<file path="config.mk">
export PLATFORM = sky130hd
export DESIGN_NAME = tagged_descriptor_queue
export DESIGN_NICKNAME = d
export VERILOG_FILES = /design/src/tdq_pkg.sv /design/src/tdq_store.sv /design/src/tdq_match.sv /design/src/tdq_ctrl.sv /design/src/tagged_descriptor_queue.sv
export SDC_FILE = /design/constraint.sdc
export NUM_CORES = 2
export LEC_CHECK = 0
export BUFFER_PORTS_ARGS = -buffer_cell sky130_fd_sc_hd__buf_2
export CAP_MARGIN = 20
export CORE_MARGIN = 1
export CORE_UTILIZATION = 35
export CTS_BUF_LIST = sky130_fd_sc_hd__clkbuf_8
export CTS_CLUSTER_SIZE = 8
export DETAILED_ROUTE_END_ITERATION = 8
export HOLD_SLACK_MARGIN = 0.12
export PLACE_DENSITY = 0.56
export SLEW_MARGIN = 15
export SYNTH_ARGS = -nofsm -noshare
export SYNTH_HDL_FRONTEND = slang
export SYNTH_HIERARCHICAL = 1
export SYNTH_SLANG_ARGS = --single-unit
</file>
<file path="constraint.sdc">
create_clock -name clk_i -period 16.55 [get_ports clk_i]
set_clock_uncertainty 0.2 [all_clocks]
set_input_delay 4.965 -clock clk_i [delete_from_list [all_inputs] [get_ports clk_i]]
set_output_delay 4.965 -clock clk_i [all_outputs]
set_load 0.005 [all_outputs]
</file>
<file path="src/tdq_pkg.sv">
package tdq_pkg;

  localparam int unsigned KEY_W   = 16;
  localparam int unsigned LEN_W   = 16;
  localparam int unsigned REF_W   = 32;
  localparam int unsigned STAMP_W = 64;
  localparam int unsigned IDX_W   = 5;
  localparam int unsigned COUNT_W = 5;
  localparam int unsigned TOTAL_W = 20;
  // length, reference and stamp of one stored descriptor
  localparam int unsigned ENT_DATA_W = LEN_W + REF_W + STAMP_W;

  localparam logic [COUNT_W-1:0] MAX_RESULTS    = 5'd16;
  localparam logic [COUNT_W-1:0] COUNT_SAT      = 5'd31;
  localparam logic [LEN_W-1:0]   NOT_FOUND_LEN  = 16'hFFFF;

  typedef enum logic [2:0] {
    ACT_PUSH  = 3'd0,
    ACT_POP   = 3'd1,
    ACT_PEEK  = 3'd2,
    ACT_COUNT = 3'd3,
    ACT_SEEK  = 3'd4,
    ACT_CLEAR = 3'd5
  } action_e;

  typedef enum logic [2:0] {
    ST_IDLE,
    ST_SCAN,
    ST_SHIFT,
    ST_FLUSH,
    ST_DONE
  } state_e;

  typedef struct packed {
    logic               found;
    logic [KEY_W-1:0]   tag;
    logic [LEN_W-1:0]   length;
    logic [REF_W-1:0]   ref_addr;
    logic [STAMP_W-1:0] stamp;
    logic [COUNT_W-1:0] count;
    logic [TOTAL_W-1:0] total;
    logic               full;
    logic               last;
  } res_t;

  typedef struct packed {
    logic               hit;
    logic               in_range;
    logic               past_end;
    logic [TOTAL_W-1:0] total_nxt;
  } eval_t;

endpackage

</file>
<file path="src/tdq_store.sv">
module tdq_store #(
  parameter int unsigned DEPTH = 16,
  parameter int unsigned WIDTH = 128,
  localparam int unsigned AW   = $clog2(DEPTH)
) (
  input  logic             clk_i,
  input  logic             wr_en_i,
  input  logic [AW-1:0]    wr_addr_i,
  input  logic [WIDTH-1:0] wr_data_i,
  input  logic             rd_en_i,
  input  logic [AW-1:0]    rd_addr_i,
  output logic [WIDTH-1:0] rd_data_o
);

  logic [WIDTH-1:0] mem [DEPTH];
  logic [WIDTH-1:0] rd_data_q;

  always_ff @(posedge clk_i) begin
    if (wr_en_i) begin
      mem[wr_addr_i] <= wr_data_i;
    end
  end

  // read data holds while the sequencer stalls
  always_ff @(posedge clk_i) begin
    if (rd_en_i) begin
      rd_data_q <= mem[rd_addr_i];
    end
  end

  assign rd_data_o = rd_data_q;

endmodule

</file>
<file path="src/tdq_match.sv">
module tdq_match #(
  parameter int unsigned TW = 16,
  parameter int unsigned IW = 5
) (
  input  logic [TW-1:0]               ent_tag_i,
  input  logic [tdq_pkg::LEN_W-1:0]   ent_len_i,
  input  logic [TW-1:0]               key_tag_i,
  input  logic                        any_i,
  input  logic [IW-1:0]               idx_i,
  input  logic [IW-1:0]               from_i,
  input  logic [IW-1:0]               to_i,
  input  logic [tdq_pkg::TOTAL_W-1:0] total_i,
  output tdq_pkg::eval_t              eval_o
);
  import tdq_pkg::*;

  always_comb begin
    eval_o.hit       = any_i || (ent_tag_i == key_tag_i);
    eval_o.in_range  = (idx_i >= from_i);
    eval_o.past_end  = (idx_i >= to_i);
    eval_o.total_nxt = total_i + TOTAL_W'(ent_len_i);
  end

endmodule

</file>
<file path="src/tdq_ctrl.sv">
module tdq_ctrl #(
  parameter int unsigned QUEUE_DEPTH = 16,
  parameter int unsigned TAG_BITS    = 16,
  localparam int unsigned AW = $clog2(QUEUE_DEPTH),
  localparam int unsigned OW = $clog2(QUEUE_DEPTH + 1),
  localparam int unsigned TW = (TAG_BITS < 16) ? TAG_BITS : 16,
  localparam int unsigned EW = TW + tdq_pkg::ENT_DATA_W
) (
  input  logic                        clk_i,
  input  logic                        rst_ni,
  input  logic                        in_valid_i,
  output logic                        in_ready_o,
  input  tdq_pkg::action_e            action_i,
  input  logic [tdq_pkg::KEY_W-1:0]   tag_i,
  input  logic                        any_i,
  input  logic [tdq_pkg::LEN_W-1:0]   len_i,
  input  logic [tdq_pkg::REF_W-1:0]   ref_i,
  input  logic [tdq_pkg::STAMP_W-1:0] stamp_i,
  input  logic [tdq_pkg::IDX_W-1:0]   from_i,
  input  logic [tdq_pkg::IDX_W-1:0]   to_i,
  input  logic                        slot_free_i,
  output logic                        emit_o,
  output tdq_pkg::res_t               res_o,
  output logic                        wr_en_o,
  output logic [AW-1:0]               wr_addr_o,
  output logic [EW-1:0]               wr_data_o,
  output logic                        rd_en_o,
  output logic [AW-1:0]               rd_addr_o,
  input  logic [EW-1:0]               rd_data_i
);
  import tdq_pkg::*;

  localparam int unsigned IW = (OW > IDX_W) ? OW : IDX_W;

  state_e               state_q, state_d;
  action_e              act_q, act_d;
  logic [TW-1:0]        tag_q, tag_d;
  logic                 any_q, any_d;
  logic [IW-1:0]        from_q, from_d;
  logic [IW-1:0]        to_q, to_d;
  logic [OW-1:0]        occ_q, occ_d;
  logic [AW-1:0]        cur_q, cur_d;
  logic [AW-1:0]        shift_q, shift_d;
  logic [IW-1:0]        idx_q, idx_d;
  logic [IW-1:0]        cnt_q, cnt_d;
  logic [COUNT_W-1:0]   k_q, k_d;
  logic [TOTAL_W-1:0]   total_q, total_d;
  res_t                 pend_q, pend_d;
  logic                 pend_vld_q, pend_vld_d;
  res_t                 fin_q, fin_d;

  logic [OW-1:0]        nxt;
  logic [OW-1:0]        nxt2;
  logic                 last_ent;
  res_t                 ent_res;
  eval_t                ev;

  // stored entry layout from the bottom: tag, length, reference, stamp
  tdq_match #(
    .TW (TW),
    .IW (IW)
  ) u_match (
    .ent_tag_i (rd_data_i[TW-1:0]),
    .ent_len_i (rd_data_i[TW +: LEN_W]),
    .key_tag_i (tag_q),
    .any_i     (any_q),
    .idx_i     (idx_q),
    .from_i    (from_q),
    .to_i      (to_q),
    .total_i   (total_q),
    .eval_o    (ev)
  );

  assign nxt      = OW'(cur_q) + OW'(1);
  assign nxt2     = OW'(shift_q) + OW'(2);
  assign last_ent = (nxt >= occ_q);

  always_comb begin
    ent_res          = '0;
    ent_res.found    = 1'b1;
    ent_res.tag      = KEY_W'(rd_data_i[TW-1:0]);
    ent_res.length   = rd_data_i[TW +: LEN_W];
    ent_res.ref_addr = rd_data_i[TW + LEN_W +: REF_W];
    ent_res.stamp    = rd_data_i[TW + LEN_W + REF_W +: STAMP_W];
  end

  always_ff @(posedge clk_i or negedge rst_ni) begin
    if (!rst_ni) begin
      state_q    <= ST_IDLE;
      occ_q      <= '0;
      pend_vld_q <= 1'b0;
    end else begin
      state_q    <= state_d;
      occ_q      <= occ_d;
      pend_vld_q <= pend_vld_d;
    end
  end

  always_ff @(posedge clk_i) begin
    act_q   <= act_d;
    tag_q   <= tag_d;
    any_q   <= any_d;
    from_q  <= from_d;
    to_q    <= to_d;
    cur_q   <= cur_d;
    shift_q <= shift_d;
    idx_q   <= idx_d;
    cnt_q   <= cnt_d;
    k_q     <= k_d;
    total_q <= total_d;
    pend_q  <= pend_d;
    fin_q   <= fin_d;
  end

  always_comb begin
    state_d    = state_q;
    act_d      = act_q;
    tag_d      = tag_q;
    any_d      = any_q;
    from_d     = from_q;
    to_d       = to_q;
    occ_d      = occ_q;
    cur_d      = cur_q;
    shift_d    = shift_q;
    idx_d      = idx_q;
    cnt_d      = cnt_q;
    k_d        = k_q;
    total_d    = total_q;
    pend_d     = pend_q;
    pend_vld_d = pend_vld_q;
    fin_d      = fin_q;
    in_ready_o = 1'b0;
    emit_o     = 1'b0;
    res_o      = fin_q;
    wr_en_o    = 1'b0;
    wr_addr_o  = occ_q[AW-1:0];
    wr_data_o  = {stamp_i, ref_i, len_i, tag_i[TW-1:0]};
    rd_en_o    = 1'b0;
    rd_addr_o  = '0;

    unique case (state_q)
      ST_IDLE: begin
        in_ready_o = 1'b1;
        if (in_valid_i) begin
          act_d      = action_i;
          tag_d      = tag_i[TW-1:0];
          any_d      = any_i;
          from_d     = IW'(from_i);
          to_d       = IW'(to_i);
          cur_d      = '0;
          idx_d      = '0;
          cnt_d      = '0;
          k_d        = '0;
          total_d    = '0;
          pend_vld_d = 1'b0;
          fin_d      = '0;
          fin_d.last = 1'b1;
          state_d    = ST_DONE;
          unique case (action_i)
            ACT_PUSH: begin
              if (occ_q == OW'(QUEUE_DEPTH)) begin
                fin_d.full = 1'b1;
              end else begin
                wr_en_o = 1'b1;
                occ_d   = occ_q + OW'(1);
              end
            end
            ACT_POP, ACT_PEEK, ACT_COUNT, ACT_SEEK: begin
              if (occ_q != '0) begin
                rd_en_o = 1'b1;
                state_d = ST_SCAN;
              end else if (action_i == ACT_SEEK) begin
                state_d = ST_FLUSH;
              end else if (action_i != ACT_COUNT) begin
                fin_d.length = NOT_FOUND_LEN;
              end
            end
            ACT_CLEAR: begin
              occ_d = '0;
            end
            default: begin
              // unused codes: plain final word, no state change
            end
          endcase
        end
      end

      ST_SCAN: begin
        unique case (act_q)
          ACT_POP, ACT_PEEK: begin
            if (ev.hit) begin
              res_o = ent_res;
              res_o.last = 1'b1;
              if (slot_free_i) begin
                emit_o = 1'b1;
                if (act_q == ACT_PEEK) begin
                  state_d = ST_IDLE;
                end else if (last_ent) begin
                  occ_d   = occ_q - OW'(1);
                  state_d = ST_IDLE;
                end else begin
                  // close the gap: entries above move down one place
                  rd_en_o   = 1'b1;
                  rd_addr_o = nxt[AW-1:0];
                  shift_d   = cur_q;
                  state_d   = ST_SHIFT;
                end
              end
            end else if (last_ent) begin
              fin_d        = '0;
              fin_d.length = NOT_FOUND_LEN;
              fin_d.last   = 1'b1;
              state_d      = ST_DONE;
            end else begin
              rd_en_o   = 1'b1;
              rd_addr_o = nxt[AW-1:0];
              cur_d     = nxt[AW-1:0];
            end
          end
          ACT_COUNT: begin
            cnt_d = cnt_q + IW'(ev.hit);
            if (last_ent) begin
              fin_d       = '0;
              fin_d.count = (cnt_d > IW'(COUNT_SAT)) ? COUNT_SAT : cnt_d[COUNT_W-1:0];
              fin_d.last  = 1'b1;
              state_d     = ST_DONE;
            end else begin
              rd_en_o   = 1'b1;
              rd_addr_o = nxt[AW-1:0];
              cur_d     = nxt[AW-1:0];
            end
          end
          default: begin
            // seek: the newest hit waits in pend_q so that the final one
            // can carry the last flag
            if (k_q == MAX_RESULTS || (ev.hit && ev.past_end)) begin
              state_d = ST_FLUSH;
            end else if (!(ev.hit && ev.in_range && pend_vld_q && !slot_free_i)) begin
              if (ev.hit && ev.in_range) begin
                res_o      = pend_q;
                emit_o     = pend_vld_q;
                pend_d     = ent_res;
                pend_d.total = ev.total_nxt;
                pend_vld_d = 1'b1;
                total_d    = ev.total_nxt;
                k_d        = k_q + COUNT_W'(1);
              end
              if (ev.hit) begin
                idx_d = idx_q + IW'(1);
              end
              if (last_ent) begin
                state_d = ST_FLUSH;
              end else begin
                rd_en_o   = 1'b1;
                rd_addr_o = nxt[AW-1:0];
                cur_d     = nxt[AW-1:0];
              end
            end
          end
        endcase
      end

      ST_SHIFT: begin
        wr_en_o   = 1'b1;
        wr_addr_o = shift_q;
        wr_data_o = rd_data_i;
        if (nxt2 < occ_q) begin
          rd_en_o   = 1'b1;
          rd_addr_o = nxt2[AW-1:0];
          shift_d   = shift_q + AW'(1);
        end else begin
          occ_d   = occ_q - OW'(1);
          state_d = ST_IDLE;
        end
      end

      ST_FLUSH: begin
        if (pend_vld_q) begin
          res_o = pend_q;
        end else begin
          res_o = '0;
        end
        res_o.last = 1'b1;
        if (slot_free_i) begin
          emit_o     = 1'b1;
          pend_vld_d = 1'b0;
          state_d    = ST_IDLE;
        end
      end

      ST_DONE: begin
        res_o = fin_q;
        if (slot_free_i) begin
          emit_o  = 1'b1;
          state_d = ST_IDLE;
        end
      end

      default: begin
        state_d = ST_IDLE;
      end
    endcase
  end

endmodule

</file>
<file path="src/tagged_descriptor_queue.sv">
// channel   dir  tdata (low bit up)                                  tuser    tlast
// s_axis    in   tag16 match_any1 length16 ref32 stamp64 from5 to5    action3  -
// m_axis    out  found1 tag16 length16 ref32 stamp64 count5 total20   -        last
//                full_res1
//
// Push and clear: the word is taken, then the result is loaded into the output register.
// Pop, peek, count, seek: one read per entry scanned, then the final word is loaded
// unless a pop or peek hit sends it straight from the scan; the scan reads one descriptor
// a cycle, unless the output stalls it, through the single read port of the entry memory.
// Pop then moves each younger entry down one place to close the gap.
// Reset clears occupancy, the state and the output valid flag; the entry memory is not cleared.
// A result waits in the output register; the scan holds while it cannot hand on a word.
module tagged_descriptor_queue #(
  parameter int unsigned QUEUE_DEPTH = 16,
  parameter int unsigned TAG_BITS    = 16
) (
  input  logic         clk_i,
  input  logic         rst_ni,
  input  logic         s_axis_tvalid,
  output logic         s_axis_tready,
  input  logic [143:0] s_axis_tdata,  // tag, match_any, length, ref, stamp, from, to
  input  logic [2:0]   s_axis_tuser,  // action
  output logic         m_axis_tvalid,
  input  logic         m_axis_tready,
  output logic [159:0] m_axis_tdata,  // found, tag, length, ref, stamp, count, total, full
  output logic         m_axis_tlast
);
  import tdq_pkg::*;

  localparam int unsigned AW = $clog2(QUEUE_DEPTH);
  localparam int unsigned TW = (TAG_BITS < 16) ? TAG_BITS : 16;
  localparam int unsigned EW = TW + ENT_DATA_W;

  logic          slot_free;
  logic          emit;
  res_t          res;
  res_t          out_q;
  logic          out_vld_q;
  logic          wr_en;
  logic [AW-1:0] wr_addr;
  logic [EW-1:0] wr_data;
  logic          rd_en;
  logic [AW-1:0] rd_addr;
  logic [EW-1:0] rd_data;

  assign slot_free = !out_vld_q || m_axis_tready;

  tdq_ctrl #(
    .QUEUE_DEPTH (QUEUE_DEPTH),
    .TAG_BITS    (TAG_BITS)
  ) u_ctrl (
    .clk_i       (clk_i),
    .rst_ni      (rst_ni),
    .in_valid_i  (s_axis_tvalid),
    .in_ready_o  (s_axis_tready),
    .action_i    (action_e'(s_axis_tuser)),
    .tag_i       (s_axis_tdata[15:0]),
    .any_i       (s_axis_tdata[16]),
    .len_i       (s_axis_tdata[32:17]),
    .ref_i       (s_axis_tdata[64:33]),
    .stamp_i     (s_axis_tdata[128:65]),
    .from_i      (s_axis_tdata[133:129]),
    .to_i        (s_axis_tdata[138:134]),
    .slot_free_i (slot_free),
    .emit_o      (emit),
    .res_o       (res),
    .wr_en_o     (wr_en),
    .wr_addr_o   (wr_addr),
    .wr_data_o   (wr_data),
    .rd_en_o     (rd_en),
    .rd_addr_o   (rd_addr),
    .rd_data_i   (rd_data)
  );

  tdq_store #(
    .DEPTH (QUEUE_DEPTH),
    .WIDTH (EW)
  ) u_store (
    .clk_i     (clk_i),
    .wr_en_i   (wr_en),
    .wr_addr_i (wr_addr),
    .wr_data_i (wr_data),
    .rd_en_i   (rd_en),
    .rd_addr_i (rd_addr),
    .rd_data_o (rd_data)
  );

  always_ff @(posedge clk_i or negedge rst_ni) begin
    if (!rst_ni) begin
      out_vld_q <= 1'b0;
    end else if (slot_free) begin
      out_vld_q <= emit;
    end
  end

  always_ff @(posedge clk_i) begin
    if (slot_free && emit) begin
      out_q <= res;
    end
  end

  assign m_axis_tvalid = out_vld_q;
  assign m_axis_tlast  = out_q.last;
  assign m_axis_tdata  = {5'd0, out_q.full, out_q.total, out_q.count, out_q.stamp,
                          out_q.ref_addr, out_q.length, out_q.tag, out_q.found};

endmodule

</file>
# [Word-level counts from Yosys, hierarchy flattened]
# Memory sizes are Yosys's and may differ from the RTL's. A register that Yosys moved wholly into a read port is not among the register bits.
# Index checks and enable logic that the tools add are counted.
[op_classes] bitwise_logic=3 n_eq_ne=43 n_mux=123 addsub=9 n_reduce_logical=32 magnitude_cmp=5
[op_table] op="156-bit two-way mux" n=9
[op_table] op="156-bit case mux with 2 select lines" n=4
[op_table] op="128-bit two-way mux" n=1
[op_table] op="20-bit two-way mux" n=5
[op_table] op="5-bit two-way mux" n=19
[op_table] op="4-bit two-way mux" n=19
[op_table] op="16-bit two-way mux" n=4
[op_table] op="20-bit case mux with 2 select lines" n=1
[op_table] op="4-bit case mux with 2 select lines" n=5
[op_table] op="5-bit case mux with 2 select lines" n=4
[op_table] op="3-bit two-way mux" n=13
[op_table] op="1-bit two-way mux" n=29
[op_table] op="6-bit AND reduction" n=4
[op_table] op="20-bit by 16-bit adder with 20-bit output" n=1
[op_table] op="3-bit by 2-bit equality test with 1-bit output, second input constant" n=6
[op_table] op="2-bit != test, second input constant" n=9
[op_table] op="16-bit equality test" n=1
[op_table] op="5-bit by 1-bit adder with 5-bit output, second input constant" n=3
[op_table] op="5-bit greater-or-equal comparator" n=3
[op_table] op="5-bit case mux with 3 select lines" n=1
[op_table] op="2-bit by 1-bit != test with 1-bit output, second input constant" n=7
[op_table] op="7-bit AND reduction" n=2
[op_table] op="4-bit != test, second input constant" n=3
[op_table] op="3-bit case mux with 4 select lines" n=1
[op_table] op="other kinds (34)" n=61
[totals] input_bits=151 regBits=543 ram_bits=2048 n_memories=1 output_inout_bits=163
[memory_table] name="u_store.mem" words=16 width=128 read_ports=1 rd_ports_with_merged_regs=1 wr=1 line="tdq_store.sv:15" rtl="logic [WIDTH-1:0] mem [DEPTH];"

# [Longest topological paths before layout]
[depth] ltp_word=10 ltp_mapped=23 depth_no_buf=18

# [By module]
# Netlist, hierarchy kept.
[by_module_without_submodules] module="tdq_store" cells_each=3365 n_inst=1 area_per_inst_um2=80637.3
[by_module_without_submodules] module="tdq_ctrl" cells_each=1218 n_inst=1 area_per_inst_um2=12445.7
[by_module_without_submodules] module="tagged_descriptor_queue" cells_each=166 n_inst=1 area_per_inst_um2=4779.6
[by_module_without_submodules] module="tdq_match" cells_each=172 n_inst=1 area_per_inst_um2=1262.5

# [Least setup slack after synthesis]
# Ideal clock, no wire load.
[synth_timing] path_type="in2reg" start="input port s_axis_tuser[1]" end="memory u_store.mem[0][0] (enable)" stages=5 arrival_time_ns=14.793 setup_time_ns=0.772 setup_slack_ns=0.786 path_cell_list="nor2_1 nand3b_1 o21ai_0 or3b_2 nor3_1"
[synth_between] elab_chain_len=6
[synth_rtl] item="start, declared" line="tagged_descriptor_queue.sv:22" rtl="input logic [2:0] s_axis_tuser,"
[synth_rtl] item="3-bit zero test" line="tdq_ctrl.sv:159" rtl="unique case (action_i)"
[synth_rtl] item="1-bit two-way mux" line="tdq_ctrl.sv:159"
[synth_rtl] item="1-bit two-way mux" line="tdq_ctrl.sv:144" rtl="if (in_valid_i) begin"
[synth_rtl] item="1-bit case mux with 2 select lines" line="tdq_ctrl.sv:141" rtl="unique case (state_q)"
[synth_rtl] item="via wr_en" line="tagged_descriptor_queue.sv:39" rtl="logic wr_en;"
[synth_rtl] item="1-bit two-way mux" line="tdq_store.sv:19" rtl="if (wr_en_i) begin"
[synth_rtl] item="1-bit two-way mux (not written as such)" line="tdq_store.sv:20" rtl="mem[wr_addr_i] <= wr_data_i;"
[synth_rtl] item="end, declared" line="tdq_store.sv:15"
# The timed path passes the listed nets, and every way through them passes these cells.

# [Final worst setup path]
[layout_timing] start="input port m_axis_tready" end="register u_store.rd_data_q[101] (netlist: u_store/rd_data_o[101]) (read register of u_store.mem) (data pin)"
[layout_between] elab_chain_len=7
[layout_rtl] item="start, declared" line="tagged_descriptor_queue.sv:24" rtl="input logic m_axis_tready,"
[layout_rtl] item="1-bit logical OR *" line="tagged_descriptor_queue.sv:46" rtl="assign slot_free = !out_vld_q || m_axis_tready;"
[layout_rtl] item="via slot_free" line="tagged_descriptor_queue.sv:34" rtl="logic slot_free;"
[layout_rtl] item="1-bit zero test" line="tdq_ctrl.sv:238" rtl="end else if (!(ev.hit && ev.in_range && pend_vld_q && !slot_free_i)) begin"
[layout_rtl] item="1-bit logical AND" line="tdq_ctrl.sv:238"
[layout_rtl] item="4-bit two-way mux" line="tdq_ctrl.sv:238"
[layout_rtl] item="4-bit two-way mux" line="tdq_ctrl.sv:236" rtl="if (k_q == MAX_RESULTS || (ev.hit && ev.past_end)) begin"
[layout_rtl] item="4-bit case mux with 2 select lines *" line="tdq_ctrl.sv:189" rtl="unique case (act_q)"
[layout_rtl] item="4-bit case mux with 2 select lines *" line="tdq_ctrl.sv:141"
[layout_rtl] item="via rd_addr[1]" line="tagged_descriptor_queue.sv:43" rtl="logic [AW-1:0] rd_addr;"
[layout_rtl] item="end, declared" line="tdq_store.sv:16" rtl="logic [WIDTH-1:0] rd_data_q;"
# Mark *: on every way through the listed nets, which the timed path passes. The rest lies on a longest branch.
# A chain may end at the register's enable or synchronous reset.

==> reports/results.md <==
• layer carrying the most global-route usage: met2
• worst flop-to-flop path startpoint: u_ctrl/cur_q[0]
• global-route usage over all layers: 0.178
• setup repair after global routing missed its margin: false
• clock sink total: 2570
• synthesized area per cell: 20.1 um2
• maximum number of pins on one net before global-route repair: 116
• wire length of the first global-routing pass: 367000 um
• effective utilization at floorplan: 0.351
• Std-Cell Rows: 195
• power per unit of standard cell area: 168 nW/um2
• Hold WC Path Type: flip-flop to flip-flop
• clk root buf: clkbuf_8
• Startpoint Class: input pin
• final setup TNS: 0 ps
• depth of the worst hold-timing path: 0
• ports placed on the boundary: 314
• final worst path period share: 0.564
• signed area change from the synthesized netlist to the final layout: 13.2%
• met2 global-route usage: 0.278
• critical path required time: 17090 ps
• transition at the pin with the smallest max-transition slack: 1120 ps
• ANT nets after route: 0
• hold buffer count at CTS: 0
• initial antenna violation count: 20
• synth warn: 6
• detailed placement HPWL: 131000 um
• async set-reset flop share out of synthesis: 0.00389
• Worst R2R Path Depth: 15
• result of the run: complete, no violations
• clock group share of total power: 0.258
• Final nets: 5685
• Vias/cell: 5.31
• switching power of the nets: 0.00602 W
• share of power burned in registers: 0.475
• CP Capture Type: flip-flop
• total number of vias: 50563
• cells taking the most area after synthesis: edfxtp_1 78%, mux4_2 11%, nand2_1 2.0%, a22oi_1 1.8%, a22o_1 1.0%
• Most used DFF post-synth: edfxtp_1
• Port Buf Inserts: 303
• H-tree depth: 5
• Post-synth EDFFs: 2560
• maximum clock frequency: 0.107 GHz
• cts bufs inserted: 416
• final hold violations: 0
• post-CTS setup repair buffer count: 0
• count of max-cap constraint violations: 0
• Setup violations, final: 0
• flop-to-flop setup slack: 9680 ps
• number of max-slew violations in the final report: 0
• end of the worst hold path: u_ctrl/pend_q[46]
• maximum clock path buffer count: 4
• cell type contributing the most total cell area after synthesis: edfxtp_1
• met1 usage: 0.257
• clock tree from TritonCTS: yes
• number of fillers in the final layout: 25517
• share of the synthesized area in the top cell type: 0.776
• first-iteration detailed-routing DRC count: 5329
• total wire length after detailed routing: 258000 um
• number of instances in the synthesized netlist: 4921
• classification of the worst setup path: input pin to flip-flop
• register bit count reported by yosys: 2570
• distinct cell type count of the synthesized netlist: 76
• Int Power: 0.0128 W
• Hold Path Origin: u_store/rd_data_o[83]
• maximum VDD drop: 112 uV
• DIE WIDTH: 534 um
• post-route total power: 0.0188 W
• Final Wtd Congestion: 0.784
• die outline area: 285000 um2
• Overflow after GRT: 0
• core outline area: 282000 um2
• arrival time of data at the critical path endpoint: 9870 ps
• Net Sw Frac: 0.320
• DR WL/cell: 27.1 um
• Resized cells post-CTS: 0
• Die Ht: 534 um
• layout cell share with drive strength beyond 1: 0.245
• latest clock arrival within the worst-skew pair: 990 ps
• part of the Yosys area used for sequential elements: 0.778
• via count of the first global-routing pass: 51435
• Logic pwr share: 0.268
• number of DRC violations after detailed routing: 0
• clock-pin transition on the worst setup and hold timing paths: 60 ps
• met3 track demand over resource in global routing: 0.0292
• Mapped Area: 99100 um2
• number of search-and-repair iterations in the first detailed-routing pass: 8
• Max transition margin: 0.253
• fin crit period: 9330 ps
• R2R Path End: u_store/rd_data_o[101]
• leakage power: 36.2 nW
• CP Max Fanout: 60
[per-stage QoR]
stage	cell area, um2	worst slack, ps	hold WS [ps]	std cells	utilization
6_report	112000	7220	262	9528	0.398
5_1_grt	112000	6980	299	9524	0.398
4_1_cts	112000	7230	263	9520	0.398
3_5_place_dp	105000	6170	269	8810	0.373
3_3_place_gp	105000	6180	270	8809	0.373
2_1_floorplan	99100	786	250	4925	-
[area by class of cell]
type	instances	area [um2]	area share
Sequential cell	2570	77100	0.687
Multi-Input combinational cell	2056	20700	0.184
Clock buffer	421	5790	0.0516
Tap cell	3743	4680	0.0417
Timing Repair Buffer	412	2490	0.0222
Clock inverter	289	1290	0.0115
Inverter	31	116	0.00104
Antenna cell	6	15.0	0.000134
[critical path, cell delays in order]
cell and delay [ps]:
buf_2 80, nand2b_4 170, nand4b_2 200, o311ai_4 150
nor2_2 180, or3_1 180, and2_4 200, a22o_4 610
buf_4 870, buf_4 560, buf_4 750, mux4_2 410
a22oi_1 250, nand2_1 120
[placed cells by master (no fill, tap or decap), drive strengths merged, types with 7 or more instances in the layout]
cell | netlist | layout
xor2 | 28 | 28
and2 | 66 | 66
xnor2 | 23 | 23
mux4 | 476 | 476
clkinv | 0 | 106
o31ai | 7 | 7
a211oi | 25 | 25
nand2b | 17 | 17
o21ai | 70 | 70
a21oi | 80 | 80
a22oi | 237 | 237
nor2 | 61 | 61
clkbuf | 148 | 421
inv | 31 | 202
nor3 | 15 | 15
mux2i | 87 | 87
buf | 120 | 412
ha | 46 | 46
a22o | 115 | 115
nand2 | 539 | 539
a21o | 10 | 10
dfrtp | 10 | 10
edfxtp | 2560 | 2560
nand3 | 19 | 19
o22ai | 19 | 19
clkinvlp | 0 | 9
o211ai | 24 | 24
nor2b | 26 | 26
[kinds of logic (layout without fill, tap and decap cells)]
group / Yosys count / after routing / share of synthesized area
muxes: 564 / 564 / 0.117
other: 1 / 11 / 0.0000378
xor gates and xnor gates: 51 / 51 / 0.00451
DFF: 2570 / 2570 / 0.778
adders and majority gates: 47 / 47 / 0.00601
and+or+nand+nor: 784 / 784 / 0.0350
AOI/OAI and AO/OA: 605 / 605 / 0.0439
buffers and inverters: 299 / 1153 / 0.0155
[worst max-delay path by stage]
stage                    startpoint                     end  slack [ps]  cells past startpoint
floorplan           s_axis_tuser[1]       u_store/mem[0][0]         790                      5
global placement      m_axis_tready  u_store/rd_data_o[101]        6180                     14
detailed placement    m_axis_tready  u_store/rd_data_o[102]        6170                     14
CTS                   m_axis_tready  u_store/rd_data_o[104]        7230                     14
global route          m_axis_tready  u_store/rd_data_o[108]        6980                     14
finish                m_axis_tready  u_store/rd_data_o[101]        7220                     14
[synthesized netlist by cell type (4+ instances only)]
cell type and instances:
nand3_1 18, a22oi_1 237, buf_8 6, mux2i_1 87, nor2b_1 26, mux4_2 476
o22ai_1 19, nand3b_1 5, nor3_1 14, xnor2_1 23, nor2_1 56, ha_1 46
or3_1 6, and3_1 6, buf_1 5, dfrtp_1 10, inv_1 29, nor2_2 4
a211oi_1 23, nand2b_1 15, o211ai_1 24, o31ai_1 7, a21o_1 10, clkbuf_1 145
a21oi_1 79, xor2_1 28, buf_6 23, and2_1 64, nand4_1 6, buf_4 24
nand2_1 538, buf_2 62, edfxtp_1 2560, a22o_1 115, o21ai_0 65
[metal layers]
| layer | vias to the layer above | share of wire |
|---|---|---|
| li1 | 21264 | - |
| met1 | 26846 | 0.44 |
| met2 | 2078 | 0.46 |
| met3 | 363 | 0.071 |
| met4 | 12 | 0.022 |
| met5 | - | 0.00032 |
[registers in the layout (all words and copies together) (netlist names), 3 cells and up]
signal	flops
u_ctrl/total_q	20
u_ctrl/shift_q	4
m_axis_tdata	155
u_ctrl/cur_q	4
u_ctrl/act_q	3
u_ctrl/cnt_q	5
u_ctrl/state_q	3
u_ctrl/from_q	5
u_ctrl/k_q	5
u_store/rd_data_o	128
u_ctrl/fin_q	7
u_ctrl/to_q	5
u_ctrl/occ_q	5
u_ctrl/pend_q	148
u_store/mem	2048
u_ctrl/tag_q	16
u_ctrl/idx_q	5
[power groups by stage]
| stage | combinational, W | clock (W) | sequential (W) |
|---|---|---|---|
| after floorplan | 0.00348 | 0 | 0.00892 |
| after global placement | 0.00503 | 0 | 0.00905 |
| after detailed placement | 0.00509 | 0 | 0.00906 |
| after CTS | 0.00511 | 0.00497 | 0.00894 |
| after global routing | 0.00548 | 0.00524 | 0.00899 |
| final | 0.00503 | 0.00485 | 0.00893 |
Note: power is estimated with default switching activity, not from simulation.
